File: src/hw/rtl/mrb_pkg.sv
// ----------------------------------------------------------------------------
// mrb_pkg
// Shared constants and types for the maximal rectangle core.
// ----------------------------------------------------------------------------
package mrb_pkg;

  localparam int MAX_COLS_DEF = 1024;
  localparam int MAX_ROWS_DEF = 1024;

  localparam int HGT_W      = 11;   // column height, saturates at all ones
  localparam int CFG_W      = 11;
  localparam int CFG_IDX_W  = 2;
  localparam int SIDE_W     = 11;
  localparam int AREA_W     = 21;
  localparam int QUEUE_DEPTH = 4;

  localparam logic [CFG_IDX_W-1:0] CFG_ROW_COUNT = 2'd0;
  localparam logic [CFG_IDX_W-1:0] CFG_COL_COUNT = 2'd1;

  localparam logic [HGT_W-1:0] HGT_MAX = {HGT_W{1'b1}};

  // per-cell markers passed from front to back
  typedef struct packed {
    logic filled;
    logic first_row;
    logic last_col;
    logic last_row;
  } mrb_flags_t;

  localparam int FLAGS_W = $bits(mrb_flags_t);

endpackage

File: src/hw/rtl/mrb_front.sv
// ----------------------------------------------------------------------------
// mrb_front
// Holds the matrix size, tracks row and column of each cell and tags it.
// ----------------------------------------------------------------------------
module mrb_front #(
  parameter int MaxCols = mrb_pkg::MAX_COLS_DEF,
  parameter int MaxRows = mrb_pkg::MAX_ROWS_DEF
) (
  input  logic                         clk,
  input  logic                         rst_n,
  input  logic                         cfg_valid,
  input  logic [mrb_pkg::CFG_IDX_W-1:0] cfg_index,
  input  logic [mrb_pkg::CFG_W-1:0]     cfg_wdata,
  output logic                         restart,
  input  logic                         in_valid,
  input  logic                         in_cell_req,
  input  logic                         q_ready,
  output logic                         q_valid,
  output logic [$clog2(MaxCols)-1:0]   q_col,
  output mrb_pkg::mrb_flags_t          q_flags
);

  localparam int CW = $clog2(MaxCols);
  localparam int RW = $clog2(MaxRows);

  logic [CW-1:0] col_r;
  logic [RW-1:0] row_r;
  logic [CW-1:0] cols_last_r;
  logic [RW-1:0] rows_last_r;
  logic [CW-1:0] cols_last_nxt;
  logic [RW-1:0] rows_last_nxt;
  logic          take;

  // clamp the written size to 1..max and keep it as a last index
  always_comb begin
    if (cfg_wdata == '0) begin
      rows_last_nxt = '0;
      cols_last_nxt = '0;
    end else begin
      if (int'(cfg_wdata) > MaxRows) begin
        rows_last_nxt = RW'(MaxRows - 1);
      end else begin
        rows_last_nxt = RW'(cfg_wdata - 1'b1);
      end
      if (int'(cfg_wdata) > MaxCols) begin
        cols_last_nxt = CW'(MaxCols - 1);
      end else begin
        cols_last_nxt = CW'(cfg_wdata - 1'b1);
      end
    end
  end

  assign restart = cfg_valid &&
                   (cfg_index == mrb_pkg::CFG_ROW_COUNT || cfg_index == mrb_pkg::CFG_COL_COUNT);
  assign take    = in_valid && q_ready;

  assign q_valid           = in_valid;
  assign q_col             = col_r;
  assign q_flags.filled    = in_cell_req;
  assign q_flags.first_row = (row_r == '0);
  assign q_flags.last_col  = (col_r == cols_last_r);
  assign q_flags.last_row  = (row_r == rows_last_r);

  always_ff @(posedge clk) begin
    if (!rst_n) begin
      col_r       <= '0;
      row_r       <= '0;
      cols_last_r <= '0;
      rows_last_r <= '0;
    end else if (restart) begin
      col_r <= '0;
      row_r <= '0;
      if (cfg_index == mrb_pkg::CFG_ROW_COUNT) begin
        rows_last_r <= rows_last_nxt;
      end else begin
        cols_last_r <= cols_last_nxt;
      end
    end else if (take) begin
      if (col_r == cols_last_r) begin
        col_r <= '0;
        row_r <= (row_r == rows_last_r) ? '0 : row_r + 1'b1;
      end else begin
        col_r <= col_r + 1'b1;
      end
    end
  end

endmodule

File: config.mk
export PLATFORM = sky130hd
export DESIGN_NAME = mrb_front
export DESIGN_NICKNAME = d
export VERILOG_FILES = /design/src/hw/rtl/mrb_pkg.sv /design/src/hw/rtl/mrb_front.sv
export SDC_FILE = /design/constraint.sdc
export NUM_CORES = 1
export LEC_CHECK = 0
export ABC_AREA = 1
export BUFFER_PORTS_ARGS = -buffer_cell sky130_fd_sc_hd__clkbuf_2
export CAP_MARGIN = 20
export CELL_PAD_IN_SITES_DETAIL_PLACEMENT = 1
export CELL_PAD_IN_SITES_GLOBAL_PLACEMENT = 2
export CORE_MARGIN = 2
export CORE_UTILIZATION = 28
export CTS_CLUSTER_DIAMETER = 30
export CTS_CLUSTER_SIZE = 28
export DETAILED_ROUTE_END_ITERATION = 16
export GPL_TIMING_DRIVEN = 0
export PLACE_DENSITY = 0.76
export SLEW_MARGIN = 20
export SYNTH_ARGS = -nofsm -noshare
export SYNTH_HDL_FRONTEND = slang
export SYNTH_SLANG_ARGS = --single-unit
File: constraint.sdc
create_clock -name clk -period 2.1 [get_ports clk]
set_input_delay 0.42 -clock clk [delete_from_list [all_inputs] [get_ports clk]]
set_output_delay 0.42 -clock clk [all_outputs]
set_load 0.02 [all_outputs]
==> flow_summary.json <==
{
  "ys_seq_elements": 40,
  "antenna_cells": 0,
  "leakage_nw": 1.51,
  "clockPowerShare_pct": 37.5,
  "maxCapViolations": 0,
  "ant_nets": 0,
  "critPathMaxFanout": 6,
  "ys_top_cells_by_area": "dfxtp_1 (31%), nand2_1 (19%), inv_1 (12%)",
  "syn_area_per_cell_um2": 6.12,
  "fillers": 1165,
  "antenna_found_initial": 0,
  "setup_viol": 0,
  "wirelength_um": 7290,
  "layout.nets": 486,
  "post-route-min-period_ns": 1.96,
  "h-tree-depth": 2,
  "hold_buffers": 0,
  "viasPerCell": 4.52,
  "netlist_area_um2": 2570,
  "place_area_um2": 2870,
  "netlist_instances": 420,
  "io_buffers": 33,
  "cts.sinks": 40,
  "cts_tree": "done",
  "clkLatencyLatePin_ns": 0.31,
  "final_common_cell": "nand2_1",
  "numCtsBuffers": 5,
  "grt_pass1_wl_um": 12200,
  "overflow": 0,
  "worst-slew-pin-transition_ns": 0.548,
  "coreArea_um2": 8810,
  "dieHeight_um": 99.8,
  "die_area_um2": 9960,
  "ys_warn_count": 0,
  "async_flop_share_pct": 0,
  "fmax_mhz": 510,
  "synth.distinct_cells": 32,
  "period_share_pct": 93.4,
  "dieWidth_um": 99.8,
  "syn2layout_area_growth_pct": 18.2,
  "pwr-share-comb_pct": 17.9,
  "num_vias": 2588,
  "hold_viol": 0,
  "drtPass1Iterations": 4,
  "synth_top_area_share_pct": 31.2,
  "synth_ff_type": "dfxtp_1",
  "grt_max_degree": 15,
  "hold_path_depth": 3,
  "fin_area_um2": 3040,
  "p_int_mw": 1.25,
  "status": "finished clean",
  "cts-root-buf": "clkbuf_8",
  "swShare_pct": 30.3,
  "clock-skew-final_ns": 0.00750,
  "cts_buffer_depth": 2,
  "drive_gt1_share_pct": 17.0,
  "drv_slew": 0,
  "yosysSeqAreaShare_pct": 31.2,
  "slew_headroom_pct": 63.2,
  "hpwl_um": 5820,
  "required_ns": 1.68,
  "final_cell_mix": "nand2_1 (131), inv_1 (82), nor2_1 (37)",
  "ioPinCount": 35,
  "irDropWorstVdd_uv": 317,
  "drt_iter0_drc": 48,
  "initial_core_util_pct": 29.2,
  "synth-edff-count": 0,
  "tns_ns": 0,
  "rows": 34,
  "cp_data_arrival_time_ns": 1.54,
  "rsz0062_at_grt": "no",
  "syn_nets": 443,
  "hold_path.class": "input port to register",
  "wire_per_inst_um": 12.8,
  "grt_usage_pct": 15.3,
  "critPathKind": "register to primary output",
  "endpoint_kind": "primary output",
  "synth_top_area_cell": "dfxtp_1",
  "power.density_nw_per_um2": 592,
  "r2r_cells": 11,
  "startpoint_type": "register",
  "clk_pin_slew_worst_paths_ns": 0.09,
  "drc": 0,
  "p_seq_share_pct": 44.5,
  "p_sw_mw": 0.544,
  "grt_pass1_vias": 2504,
  "gp_congestion": 0.770
}
==> cell type report <==
class / instances / area [um2] / area share, %
tap: 108 / 135 / 4.45
multi-input combinational: 288 / 1420 / 46.6
sequential: 40 / 817 / 26.9
timing repair buffer: 36 / 188 / 6.18
clock buffer: 5 / 68.8 / 2.27
buffer: 7 / 47.5 / 1.57
clock inverter: 3 / 46.3 / 1.52
inverter: 85 / 319 / 10.5
==> routing by layer <==
layer / vias up / GRT usage, % / wire [um]
met1: 1173 / 20.9 / 3750
met4: 0 / 4.21 / 108
li1: 1374 / - / -
met5: - / 0 / 0
met2: 32 / 25.1 / 3270
met3: 9 / 2.23 / 163
==> path summary, 6_finish.rpt <==
| path | from | end | slack (ns) |
|---|---|---|---|
| worst max-delay path | row_r[0] | q_flags[2] | 0.14 |
| worst min-delay path | rst_n | rows_last_r[4] | 0.38 |
| worst max register to register | q_col[4] | row_r[1] | 0.42 |
| worst min register to register | q_col[0] | q_col[0] | 0.51 |
==> metrics by stage <==
step | utilization [%] | total power, mW | cells | hold slack, ns | worst slack, ns
floorplan | - | 1.02 | 420 | 0.483 | 0.348
global placement | 32.6 | 1.11 | 561 | 0.517 | 0.128
detailed placement | 32.6 | 1.12 | 561 | 0.532 | 0.0875
CTS | 34.1 | 1.81 | 570 | 0.377 | 0.00986
global route | 34.5 | 1.90 | 572 | 0.414 | 0.00347
finish | 34.5 | 1.80 | 572 | 0.384 | 0.139
==> cells in the mapped netlist, drive strengths merged (4+ instances only) <==
| cell | n |
|---|---|
| dfxtp | 40 |
| nand4 | 8 |
| xor2 | 10 |
| a21oi | 23 |
| nand3 | 33 |
| o21ai | 18 |
| buf | 6 |
| o211ai | 4 |
| ha | 4 |
| nor3 | 7 |
| nand2 | 134 |
| inv | 84 |
| nor2 | 42 |
==> power groups by stage <==
stage                     combinational (mW)  sequential, mW  clock [mW]
after floorplan                        0.206           0.814           0
after global placement                 0.296           0.818           0
after detailed placement               0.303           0.820           0
after CTS                              0.315           0.802       0.693
after global routing                   0.364           0.804       0.728
final                                  0.322           0.800       0.675
==> sequential cells by signal, indices dropped and copies added (netlist names) <==
signal,cells
cols_last_r,10
q_col,10
row_r,10
rows_last_r,10
==> kinds of logic after synthesis <==
| family | Yosys count | synth area share [%] |
|---|---|---|
| AO/OA/AOI/OAI | 46 | 9.88 |
| AND/OR/NAND/NOR | 227 | 39.0 |
| buffers and inverters | 92 | 14.3 |
| flip-flops | 40 | 31.2 |
| adder cells (fa/ha/maj) | 4 | 1.95 |
| XOR/XNOR | 11 | 3.75 |
==> worst max-delay path, cell delays in order, from the launching register on <==
cell and delay, ns:
dfxtp_2 0.37, inv_1 0.12, ha_1 0.19, nand3_1 0.09, nor4_2 0.25, clkbuf_2 0.22
==> repair_timing <==
action | 4_1_cts | 5_1_grt
setup endpoints to repair | 2 | 3
cloned | 0 | 0
buffers inserted | 1 | 2
pin swaps | 1 | 1
resized for setup | 5 | 10
Note: power is estimated with default switching activity, not from simulation.
