### config.mk
export PLATFORM = sky130hd
export DESIGN_NAME = mrb_queue
export DESIGN_NICKNAME = d
export VERILOG_FILES = /design/src/hw/rtl/mrb_pkg.sv /design/src/hw/rtl/mrb_queue.sv
export SDC_FILE = /design/constraint.sdc
export NUM_CORES = 1
export LEC_CHECK = 0
export ABC_AREA = 1
export BUFFER_PORTS_ARGS = -buffer_cell sky130_fd_sc_hd__buf_2
export CORE_ASPECT_RATIO = 0.9
export CORE_MARGIN = 4
export CORE_UTILIZATION = 45
export DETAILED_ROUTE_END_ITERATION = 10
export SLEW_MARGIN = 40
export SYNTH_ARGS = -nofsm -noshare
export SYNTH_HDL_FRONTEND = slang
export SYNTH_SLANG_ARGS = --single-unit
### constraint.sdc
create_clock -name clk -period 4.15 [get_ports clk]
set_input_delay 0 -clock clk [delete_from_list [all_inputs] [get_ports clk]]
set_output_delay 0 -clock clk [all_outputs]
set_load 0.02 [all_outputs]
### src/hw/rtl/mrb_pkg.sv
// ----------------------------------------------------------------------------
// mrb_pkg
// Shared constants and types for the maximal rectangle core.
// ----------------------------------------------------------------------------
package mrb_pkg;

  localparam int MAX_COLS_DEF = 1024;
  localparam int MAX_ROWS_DEF = 1024;

  localparam int HGT_W      = 11;   // column height, saturates at all ones
  localparam int CFG_W      = 11;
  localparam int CFG_IDX_W  = 2;
  localparam int SIDE_W     = 11;
  localparam int AREA_W     = 21;
  localparam int QUEUE_DEPTH = 4;

  localparam logic [CFG_IDX_W-1:0] CFG_ROW_COUNT = 2'd0;
  localparam logic [CFG_IDX_W-1:0] CFG_COL_COUNT = 2'd1;

  localparam logic [HGT_W-1:0] HGT_MAX = {HGT_W{1'b1}};

  // per-cell markers passed from front to back
  typedef struct packed {
    logic filled;
    logic first_row;
    logic last_col;
    logic last_row;
  } mrb_flags_t;

  localparam int FLAGS_W = $bits(mrb_flags_t);

endpackage

### src/hw/rtl/mrb_queue.sv
// ----------------------------------------------------------------------------
// mrb_queue
// Small FIFO between the cell front end and the scan engine.
// ----------------------------------------------------------------------------
module mrb_queue #(
  parameter int Width = 8,
  parameter int Depth = mrb_pkg::QUEUE_DEPTH
) (
  input  logic             clk,
  input  logic             rst_n,
  input  logic             clear,
  input  logic             wr_valid,
  output logic             wr_ready,
  input  logic [Width-1:0] wr_data,
  output logic             rd_valid,
  input  logic             rd_pop,
  output logic [Width-1:0] rd_data
);

  localparam int PW = $clog2(Depth);

  logic [Width-1:0] slot_r [Depth];
  logic [PW-1:0]    wptr_r;
  logic [PW-1:0]    rptr_r;
  logic [PW:0]      count_r;
  logic             push;
  logic             pop;

  assign wr_ready = (count_r != (PW+1)'(Depth));
  assign rd_valid = (count_r != '0);
  assign rd_data  = slot_r[rptr_r];
  assign push     = wr_valid && wr_ready;
  assign pop      = rd_pop && rd_valid;

  always_ff @(posedge clk) begin
    if (push) begin
      slot_r[wptr_r] <= wr_data;
    end
  end

  always_ff @(posedge clk) begin
    if (!rst_n || clear) begin
      wptr_r  <= '0;
      rptr_r  <= '0;
      count_r <= '0;
    end else begin
      if (push) begin
        wptr_r <= (wptr_r == PW'(Depth-1)) ? '0 : wptr_r + 1'b1;
      end
      if (pop) begin
        rptr_r <= (rptr_r == PW'(Depth-1)) ? '0 : rptr_r + 1'b1;
      end
      count_r <= count_r + (PW+1)'(push) - (PW+1)'(pop);
    end
  end

  assert property (@(posedge clk) disable iff (!rst_n)
    count_r <= (PW+1)'(Depth))
    else $error("queue count overflow");

  assert property (@(posedge clk) disable iff (!rst_n)
    (count_r == '0) |-> (wptr_r == rptr_r))
    else $error("queue empty with pointers apart");

  assert property (@(posedge clk) disable iff (!rst_n)
    (pop && !push && !clear) |=> (count_r == $past(count_r) - 1'b1))
    else $error("queue count lost a pop");

endmodule

==> reports/metrics.cfg, run 1 <==
[status]
status = completed

[sta]
hold_viol = 0
slew_viol_final = 0
setup_tns_ps = 0
period_minus_slack_ps = 2080
worstMarginPinSlew_ps = 844
skew_ps = 5.16
post-route-period-util_pct = 50.2
whs_ps = 17.0
setup_viol = 0
relSlewSlack_pct = 43.5
rsz0062_at_grt = no
fmax_mhz = 480
layout_setup_ws_ps = 2070

[worst_setup_path]
timing.rr.start = count_r[1]
path_max_fanout = 6
crit_arrival_ps = 2270
crit_start = count_r[1]
reg2reg_to = count_r[2]
crit_end = count_r[2]
r2r_setup_slack_ps = 2070
crit_type = reg2reg
worstPathRequired_ps = 4340
cp-end-kind = register
crit_path_start_kind = register
rr_worst_depth = 10

[global_route]
grt_max_degree = 18
grt_pass1_wl_um = 4910
grt_usage_pct = 13.9
first_global_vias = 1098
antenna_found_initial = 0
overflow = 0

[synth]
yosysWarnings = 0
ys.flop_type = edfxtp_1
synthCells = 146
synth.distinct_cells = 18
synth_top_family_by_area = compound AO/OA/AOI/OAI gates
synthXorXnorAreaFrac_pct = 0
yosys-mux-area-fraction_pct = 0
syn_area_mm2 = 0.00171
synth-edff-count = 32
ys_seq_area_share_pct = 66.9
synthSimpleGateAreaFrac_pct = 10.6
async_flop_share_pct = 0
synth.avg_cell_area_um2 = 11.7
synth-compound-area-share_pct = 10.6
ys_ff_latch = 41
synth_fp_nets = 167
synth_fa_ha_area_share_pct = 6.31

[final_layout]
drive_gt1_share_pct = 20.9
area_growth_pct = 21.3
fin_cells = 226
stdcell_area_mm2 = 0.00207
multi_input_area_um2 = 473
final_nets = 202
antenna_cells = 0
final.fill_count = 303
seqCellArea_mm2 = 0.00114
final_cell_mix = edfxtp_1, nor2_1, buf_2
final_common_cell = edfxtp_1

[power_and_ir_drop]
ir_drop_uv = 288
power_density_mw_per_mm2 = 452
p_leak_nw = 0.812

[clock_tree]
clk_pin_slew_ps = 80
clockRootBuffer = clkbuf_8
cts_tree = done
h-tree-depth = 2
cts.sinks = 41
cts.repair_timing.setup_buffer_count = 0
cts_inserted_buffers = 5
cts_buffer_depth = 2
insertion_delay_ps = 290

[floorplan]
die_h_um = 66.4
core-area_mm2 = 0.00350
pin_count = 23
rows = 20
die_area_mm2 = 0.00484
initial_core_util_pct = 48.7
die_w_um = 72.9

[worst_hold_path]
hp-class = in2reg

[routing]
wire_per_inst_um = 13.6
num_vias = 1142
ant_nets = 0
drt_iter0_markers = 72
vias_per_cell = 5.05
route.detailed.drc = 0
wirelength_um = 3070
drt_pass1_iterations = 4

[place]
pre_cts_ws_ps = 2090
placement.io_buffers = 22
place_congestion = 0.806
dp_cells = 210
dpl_cell_area_mm2 = 0.00185
dp_hpwl_um = 2110

[job]
max_cap_viol_count = 0

power by group:
part / total, W / switching, W / internal [W] / leakage, nW
Clock: 0.000379 / 0.000137 / 0.000242 / 0.0687
Sequential: 0.000466 / 0.00000850 / 0.000457 / 0.367
Combinational: 0.0000900 / 0.0000562 / 0.0000338 / 0.377
layout make-up:
class                   count  area share [%]
clock inverters             3            3.33
inverters                  19            3.45
well taps                  44            2.66
clock buffers               5            3.33
multi-input cells          84            22.9
flip-flops and latches     41            55.2
repair buffers             30            9.20
metrics by stage:
stage          total power, W  util (%)
6_report             0.000935      59.0
5_1_grt              0.000981      59.0
4_1_cts              0.000945      59.0
3_5_place_dp         0.000560      52.8
3_3_place_gp         0.000556      52.8
2_1_floorplan        0.000529         -
cell usage after synthesis, drive strengths merged, types with 2 or more instances:
cell type  count  area (µm²)
o21ai         17        96.3
ha             7        87.6
nor2          29         111
nand2         12        50.1
a21oi          4        20.0
nand3          4        20.0
inv           19        71.3
a21boi         2        15.0
o22ai          8        50.1
buf            2        22.5
dfxtp          9         180
edfxtp        32         961
critical path, cell delays in order, from the launching register on:
cell and delay [ps]:
dfxtp_1 360, nor2_2 180, nand2_2 110, nand2_1 170, ha_1 270, inv_1 60, ha_1 140, inv_1 60
fa_1 400, o21ai_0 170, nor2_1 60
routing by layer:
metal  routed length (µm)  up-vias  global-route usage, %
met5                    0        -                      0
li1                     -      571                      -
met4                   27        0                   4.84
met1                 1360      536                   16.4
met2                 1530       31                   23.6
met3                  150        4                   4.56
worst min-delay path by stage:
stage	from	endpoint	depth (start not counted)	slack [ps]
after floorplan	wr_data[0]	slot_r[0][0]	0	100
after global placement	wr_data[5]	slot_r[0][5]	1	210
after detailed placement	wr_data[4]	slot_r[0][4]	1	220
after CTS	wr_valid	wptr_r[0]	3	9
after global routing	wr_valid	wptr_r[0]	3	40
final	wr_valid	wptr_r[0]	3	20
registers in the layout, indices dropped and copies added (netlist names), named ones only:
signal	cells
slot_r	32
count_r	3
rptr_r	2
wptr_r	2
cell families after synthesis:
group	Yosys count
AND/OR/NAND/NOR	45
flip-flops	41
AO/OA/AOI/OAI	31
buffers and inverters	21
adder cells (fa/ha/maj)	8
what timing repair did:
action,4_1_cts,5_1_grt
hold endpoints to repair,32,0
hold buffers,8,0
resized for setup,0,0
(Power assumes the default switching activity.)
==> inputs of run 2 (changes only) <==
PLACE_DENSITY = 0.67   (was not set)
clock period = 1.79 ns   (was 4.15 ns; I/O delays follow)
==> run 2 against run 1 <==
Register-to-register slack lost 2000 ps. Cell area grew 5.4%. Power grew 100%.
==> reports/metrics.cfg, run 2 (synthesis gave the netlist of run 1 again) <==
[routing]
wire_per_inst_um = 13.9  ; +2.5%
ant_nets = 0  ; unchanged
vias_per_cell = 4.91  ; -2.9%
drt_pass1_iterations = 4  ; unchanged
route.detailed.drc = 0  ; unchanged
num_vias = 1178  ; +3.2%
drt_iter0_markers = 64  ; -11%
wirelength_um = 3340  ; +8.8%

[worst_setup_path]
path_buf_inv = 2  ; unchanged
cp-end-kind = register
crit_path_max_incr_delay_ps = 510  ; +110 ps
rr_worst_depth = 9  ; -1
timing.rr.start = count_r[0]
worstPathRequired_ps = 1980  ; -2360 ps
path_max_fanout = 3  ; -3
reg2reg_to = count_r[1]
crit_path_start_kind = register
crit_type = reg2reg
crit_chain = nor2_4 -> nand2_4 -> nand2_4 -> ha_4 -> inv_4 -> ha_4 -> inv_2 -> fa_2 -> nor2_1
r2r_setup_slack_ps = 70  ; -2000 ps
crit_arrival_ps = 1910  ; -360 ps
crit_family = adder cells
crit_slowest_cell = fa_2

[worst_hold_path]
hp-class = in2reg
hold_start = wr_valid
min_path_cells = 3  ; unchanged
hold_path_end = wptr_r[1]

[place]
dpl_cell_area_mm2 = 0.00194  ; +4.9%
placement.io_buffers = 22  ; unchanged
dp_cells = 219  ; +4.3%
place_congestion = 0.749  ; -7.1%
dp_hpwl_um = 2270  ; +7.5%

[sta]
setup_viol = 0  ; unchanged
post-route-period-util_pct = 96.2  ; +46 points
relSlewSlack_pct = 68.5  ; +25 points
worstMarginPinSlew_ps = 471  ; -374 ps
hold_viol = 0  ; unchanged
slew_viol_final = 0  ; unchanged
fmax_mhz = 581  ; +21%
period_minus_slack_ps = 1720  ; -362 ps
skew_ps = 4.05  ; -1.11 ps
setup_tns_ps = 0  ; unchanged

[clock_tree]
clk_pin_slew_ps = 70  ; about the same
cts_inserted_buffers = 5  ; unchanged
cts_tree = done
clockRootBuffer = clkbuf_8
cts_buffer_depth = 2  ; unchanged
insertion_delay_ps = 280  ; about the same
cts.sinks = 41  ; unchanged
h-tree-depth = 2  ; unchanged

[final_layout]
final_common_cell = edfxtp_1
largest_register_ffs = 32  ; unchanged
antenna_cells = 0  ; unchanged
final_util_pct = 62.3  ; +3.2 points
drive_gt1_share_pct = 30.6  ; +9.7 points
final.fill_count = 299  ; -1.3%
multi_input_area_um2 = 523  ; +11%
seqCellArea_mm2 = 0.00115  ; +0.77%
final_cell_mix = edfxtp_1, nor2_1, buf_2
stdcell_area_mm2 = 0.00218  ; +5.4%
area_growth_pct = 27.9
max_flop_register = slot_r
reg.largest.list = slot_r: 32 flops, count_r: 3 flops
final_nets = 217  ; +7.4%
fin_cells = 240  ; +6.2%

[floorplan]
core-area_mm2 = 0.00350  ; unchanged
die_h_um = 66.4  ; unchanged
pin_count = 23  ; unchanged
initial_core_util_pct = 48.7  ; unchanged
rows = 20  ; unchanged
die_w_um = 72.9  ; unchanged
die_area_mm2 = 0.00484  ; unchanged

[power_and_ir_drop]
p_leak_nw = 0.860  ; +5.9%
power_density_mw_per_mm2 = 866  ; +91%
ir_drop_uv = 498  ; +73%

[global_route]
grt_usage_pct = 15.1  ; +1.2 points
overflow = 0  ; unchanged
antenna_found_initial = 0  ; unchanged
grt_max_degree = 17  ; -1
first_global_vias = 1128  ; +2.7%
grt_pass1_wl_um = 5430  ; +11%

[status]
status = completed

[job]
max_cap_viol_count = 0  ; unchanged

==> run 2: changes by cell type in the layout (fill, tap and decap cells not counted), sizes merged <==
cell	before	now
inv	20	19
bufinv	2	0
buf	22	37
clkinv	0	1
clkbuf	5	6
==> run 2: routing by layer <==
layer / up-vias / share of wire, % / global-route usage [%]
li1: 599 / - / -
met1: 543 / 43 / 18.2
met2: 29 / 50 / 25.6
met3: 7 / 4.9 / 5.17
met4: 0 / 1.1 / 4.15
met5: - / 0 / 0
==> run 2: where the power goes <==
group	internal [W]	switching, W	leakage [nW]
clock	0.000263	0.000281	0.0387
combinational	0.000115	0.000151	0.453
sequential	0.00106	0.0000185	0.369
total	0.00144	0.000450	0.860
==> run 2: final cells by class <==
type	count	area share, %
clock buffers	6	3.33
clock inverters	1	0.172
inverters	19	3.38
multi-input cells	84	24.0
flip-flops and latches	41	52.7
well taps	44	2.52
repair buffers	45	13.9
==> run 2: worst max path at each step <==
stage	startpoint	end	cells past startpoint
global placement	count_r[2]	count_r[2]	9
floorplan	count_r[1]	count_r[2]	10
finish	count_r[0]	count_r[1]	9
CTS	count_r[1]	count_r[1]	8
global route	count_r[0]	count_r[2]	10
detailed placement	count_r[2]	count_r[2]	9
==> run 2: stage by stage <==
stage | hold slack (ps) | power (W) | worst slack [ps]
6_report | 64.3 | 0.00189 | 67.9
5_1_grt | 80.6 | 0.00198 | -19.6
4_1_cts | 49.2 | 0.00188 | 12.7
3_5_place_dp | 225 | 0.00132 | -85.1
3_3_place_gp | 214 | 0.00131 | 27.8
2_1_floorplan | 98.9 | 0.00123 | 17.9
==> run 2: what timing repair did <==
item | 4_1_cts | 5_1_grt
buffers inserted | 3 | 3
hold buffers | 8 | 0
resized for setup | 3 | 10
pin swaps | 2 | 6
cloned | 0 | 0
setup endpoints to repair | 2 | 2
hold endpoints to repair | 32 | 0
==> run 2: worst min-delay path, delay by kind of cell <==
family / cells / cell delay (ps)
buffers and inverters: 1 / 150
and+or+nand+nor: 1 / 90
AOI/OAI and AO/OA: 1 / 80
==> inputs of run 3 (changes only) <==
CORE_UTILIZATION = 35   (was 45)
PLACE_DENSITY = not set   (was 0.67)
==> run 3 against run 2 <==
The flow now finishes with violations (setup timing). Maximum frequency decreased by 4.7%. Critical path depth unchanged. Highest routed layer unchanged. Wire length increased by 2.5%.
==> reports/metrics.cfg, run 3 (synthesis gave the netlist of run 1 again) <==
[sta]
setup_tns_ps = -17.3  ; -17.3 ps
post-route-period-util_pct = 101  ; +4.8 points
skew_ps = 1.06  ; -2.99 ps
hold_viol = 0  ; unchanged
setup_viol = 1  ; +1
fmax_mhz = 553  ; -4.7%
relSlewSlack_pct = 71.9  ; +3.4 points
rsz0062_at_grt = yes
slew_viol_final = 0  ; unchanged
worstMarginPinSlew_ps = 420  ; -50.9 ps
layout_setup_ws_ps = -17.3  ; -85.2 ps
period_minus_slack_ps = 1810  ; +85.2 ps

[power_and_ir_drop]
ir_drop_uv = 466  ; -6.4%
power_density_mw_per_mm2 = 922  ; +6.5%
p_leak_nw = 0.861  ; about the same

[global_route]
overflow = 0  ; unchanged
first_global_vias = 1201  ; +6.5%
grt_usage_pct = 11.5  ; -3.6 points
grt_pass1_wl_um = 5140  ; -5.3%
antenna_found_initial = 0  ; unchanged
grt_max_degree = 17  ; unchanged

[worst_setup_path]
r2r_setup_slack_ps = -20  ; -90 ps
crit_type = reg2reg
rr_worst_depth = 9  ; unchanged
crit_path_start_kind = register
timing.rr.start = count_r[0]
worstPathRequired_ps = 1970  ; about the same
crit_arrival_ps = 1990  ; +80 ps
cp-end-kind = register
path_max_fanout = 3  ; unchanged
reg2reg_to = count_r[1]

[worst_hold_path]
hold_path_end = count_r[2]
hp-class = in2reg
min_path_cells = 4  ; +1
hold_start = clear

[clock_tree]
clk_pin_slew_ps = 70  ; about the same
insertion_delay_ps = 280  ; about the same
cts.sinks = 41  ; unchanged
cts_buffer_depth = 2  ; unchanged
clockRootBuffer = clkbuf_8
h-tree-depth = 2  ; unchanged
cts_inserted_buffers = 5  ; unchanged
cts_tree = done

[routing]
drt_pass1_iterations = 5  ; +1
num_vias = 1200  ; +1.9%
wire_per_inst_um = 13.4  ; -3.9%
wirelength_um = 3430  ; +2.5%
vias_per_cell = 4.69  ; -4.5%
route.detailed.drc = 0  ; unchanged
ant_nets = 0  ; unchanged
drt_iter0_markers = 31  ; -52%

[final_layout]
final_common_cell = edfxtp_1
largest_register_ffs = 32  ; unchanged
reg.largest.list = slot_r: 32 flops, count_r: 3 flops
final.fill_count = 396  ; +32%
antenna_cells = 0  ; unchanged
final_cell_mix = edfxtp_1, nor2_1, buf_2
max_flop_register = slot_r
stdcell_area_mm2 = 0.00221  ; +1.4%
area_growth_pct = 29.6
final_util_pct = 48.3  ; -14 points
final_nets = 214  ; -1.4%
drive_gt1_share_pct = 29.9  ; -0.72 points

[place]
dp_hpwl_um = 2230  ; -1.4%
placement.io_buffers = 22  ; unchanged
pre_cts_ws_ps = -54.0  ; +31.2 ps
dpl_cell_area_mm2 = 0.00195  ; +0.39%
place_congestion = 0.778  ; +3.8%

[job]
max_cap_viol_count = 0  ; unchanged

[floorplan]
die_h_um = 74.2  ; +12%
die_w_um = 81.6  ; +12%
die_area_mm2 = 0.00605  ; +25%
initial_core_util_pct = 37.3  ; -11 points
rows = 23  ; +15%
core-area_mm2 = 0.00458  ; +31%
pin_count = 23  ; unchanged

[status]
status = finished, violations left
violations = setup timing

## run 3: timing repair
action,CTS,global route
hold endpoints to repair,32,0
resized for setup,3,10
pin swaps,1,9
hold buffers,8,0
setup buffers,2,3
setup endpoints to repair,2,2
gates cloned,0,0
## run 3: final cells by class
cell class	count	area, µm²	share of cell area (%)
well taps	62	77.6	3.51
repair buffers	42	280	12.7
clock buffers	6	72.6	3.28
clock inverters	2	33.8	1.53
flip-flops and latches	41	1150	52.0
multi-input cells	84	523	23.7
inverters	19	73.8	3.34
## run 3: power breakdown
| group | internal [W] | switching [W] |
|---|---|---|
| sequential | 0.00106 | 0.0000182 |
| combinational | 0.000111 | 0.000153 |
| clock | 0.000411 | 0.000285 |
## run 3: metal layers
metal	part of all wire [%]	up-vias	GRT usage (%)
li1	-	592	-
met4	0.99	0	5.54
met2	54	25	21.0
met3	4.9	5	3.51
met5	0	-	0
met1	40	578	12.2
## run 3: worst max path at each step
stage / slack [ps] / start / cells past startpoint / end
after floorplan: 20 / count_r[1] / 10 / count_r[2]
after global placement: 40 / count_r[2] / 9 / count_r[2]
after detailed placement: -50 / count_r[2] / 9 / count_r[2]
after CTS: 20 / count_r[1] / 9 / count_r[1]
after global routing: -70 / count_r[0] / 9 / count_r[1]
final: -20 / count_r[0] / 9 / count_r[1]
## run 3: metrics by stage
step	hold slack, ps	std cells	total power, W
5_1_grt	49.7	256	0.00212
6_report	36.3	256	0.00204
3_5_place_dp	218	235	0.00132
4_1_cts	35.6	253	0.00203
3_3_place_gp	213	235	0.00130
2_1_floorplan	98.9	146	0.00123
## run 3: worst max-delay path, cell delays in order, from the launching register on
cell and delay (ps):
dfxtp_4 360, nor2_4 170, nand2_4 90, nand2_4 80, ha_4 200, inv_4 60
ha_4 120, inv_2 40, fa_2 550, nor2_1 40
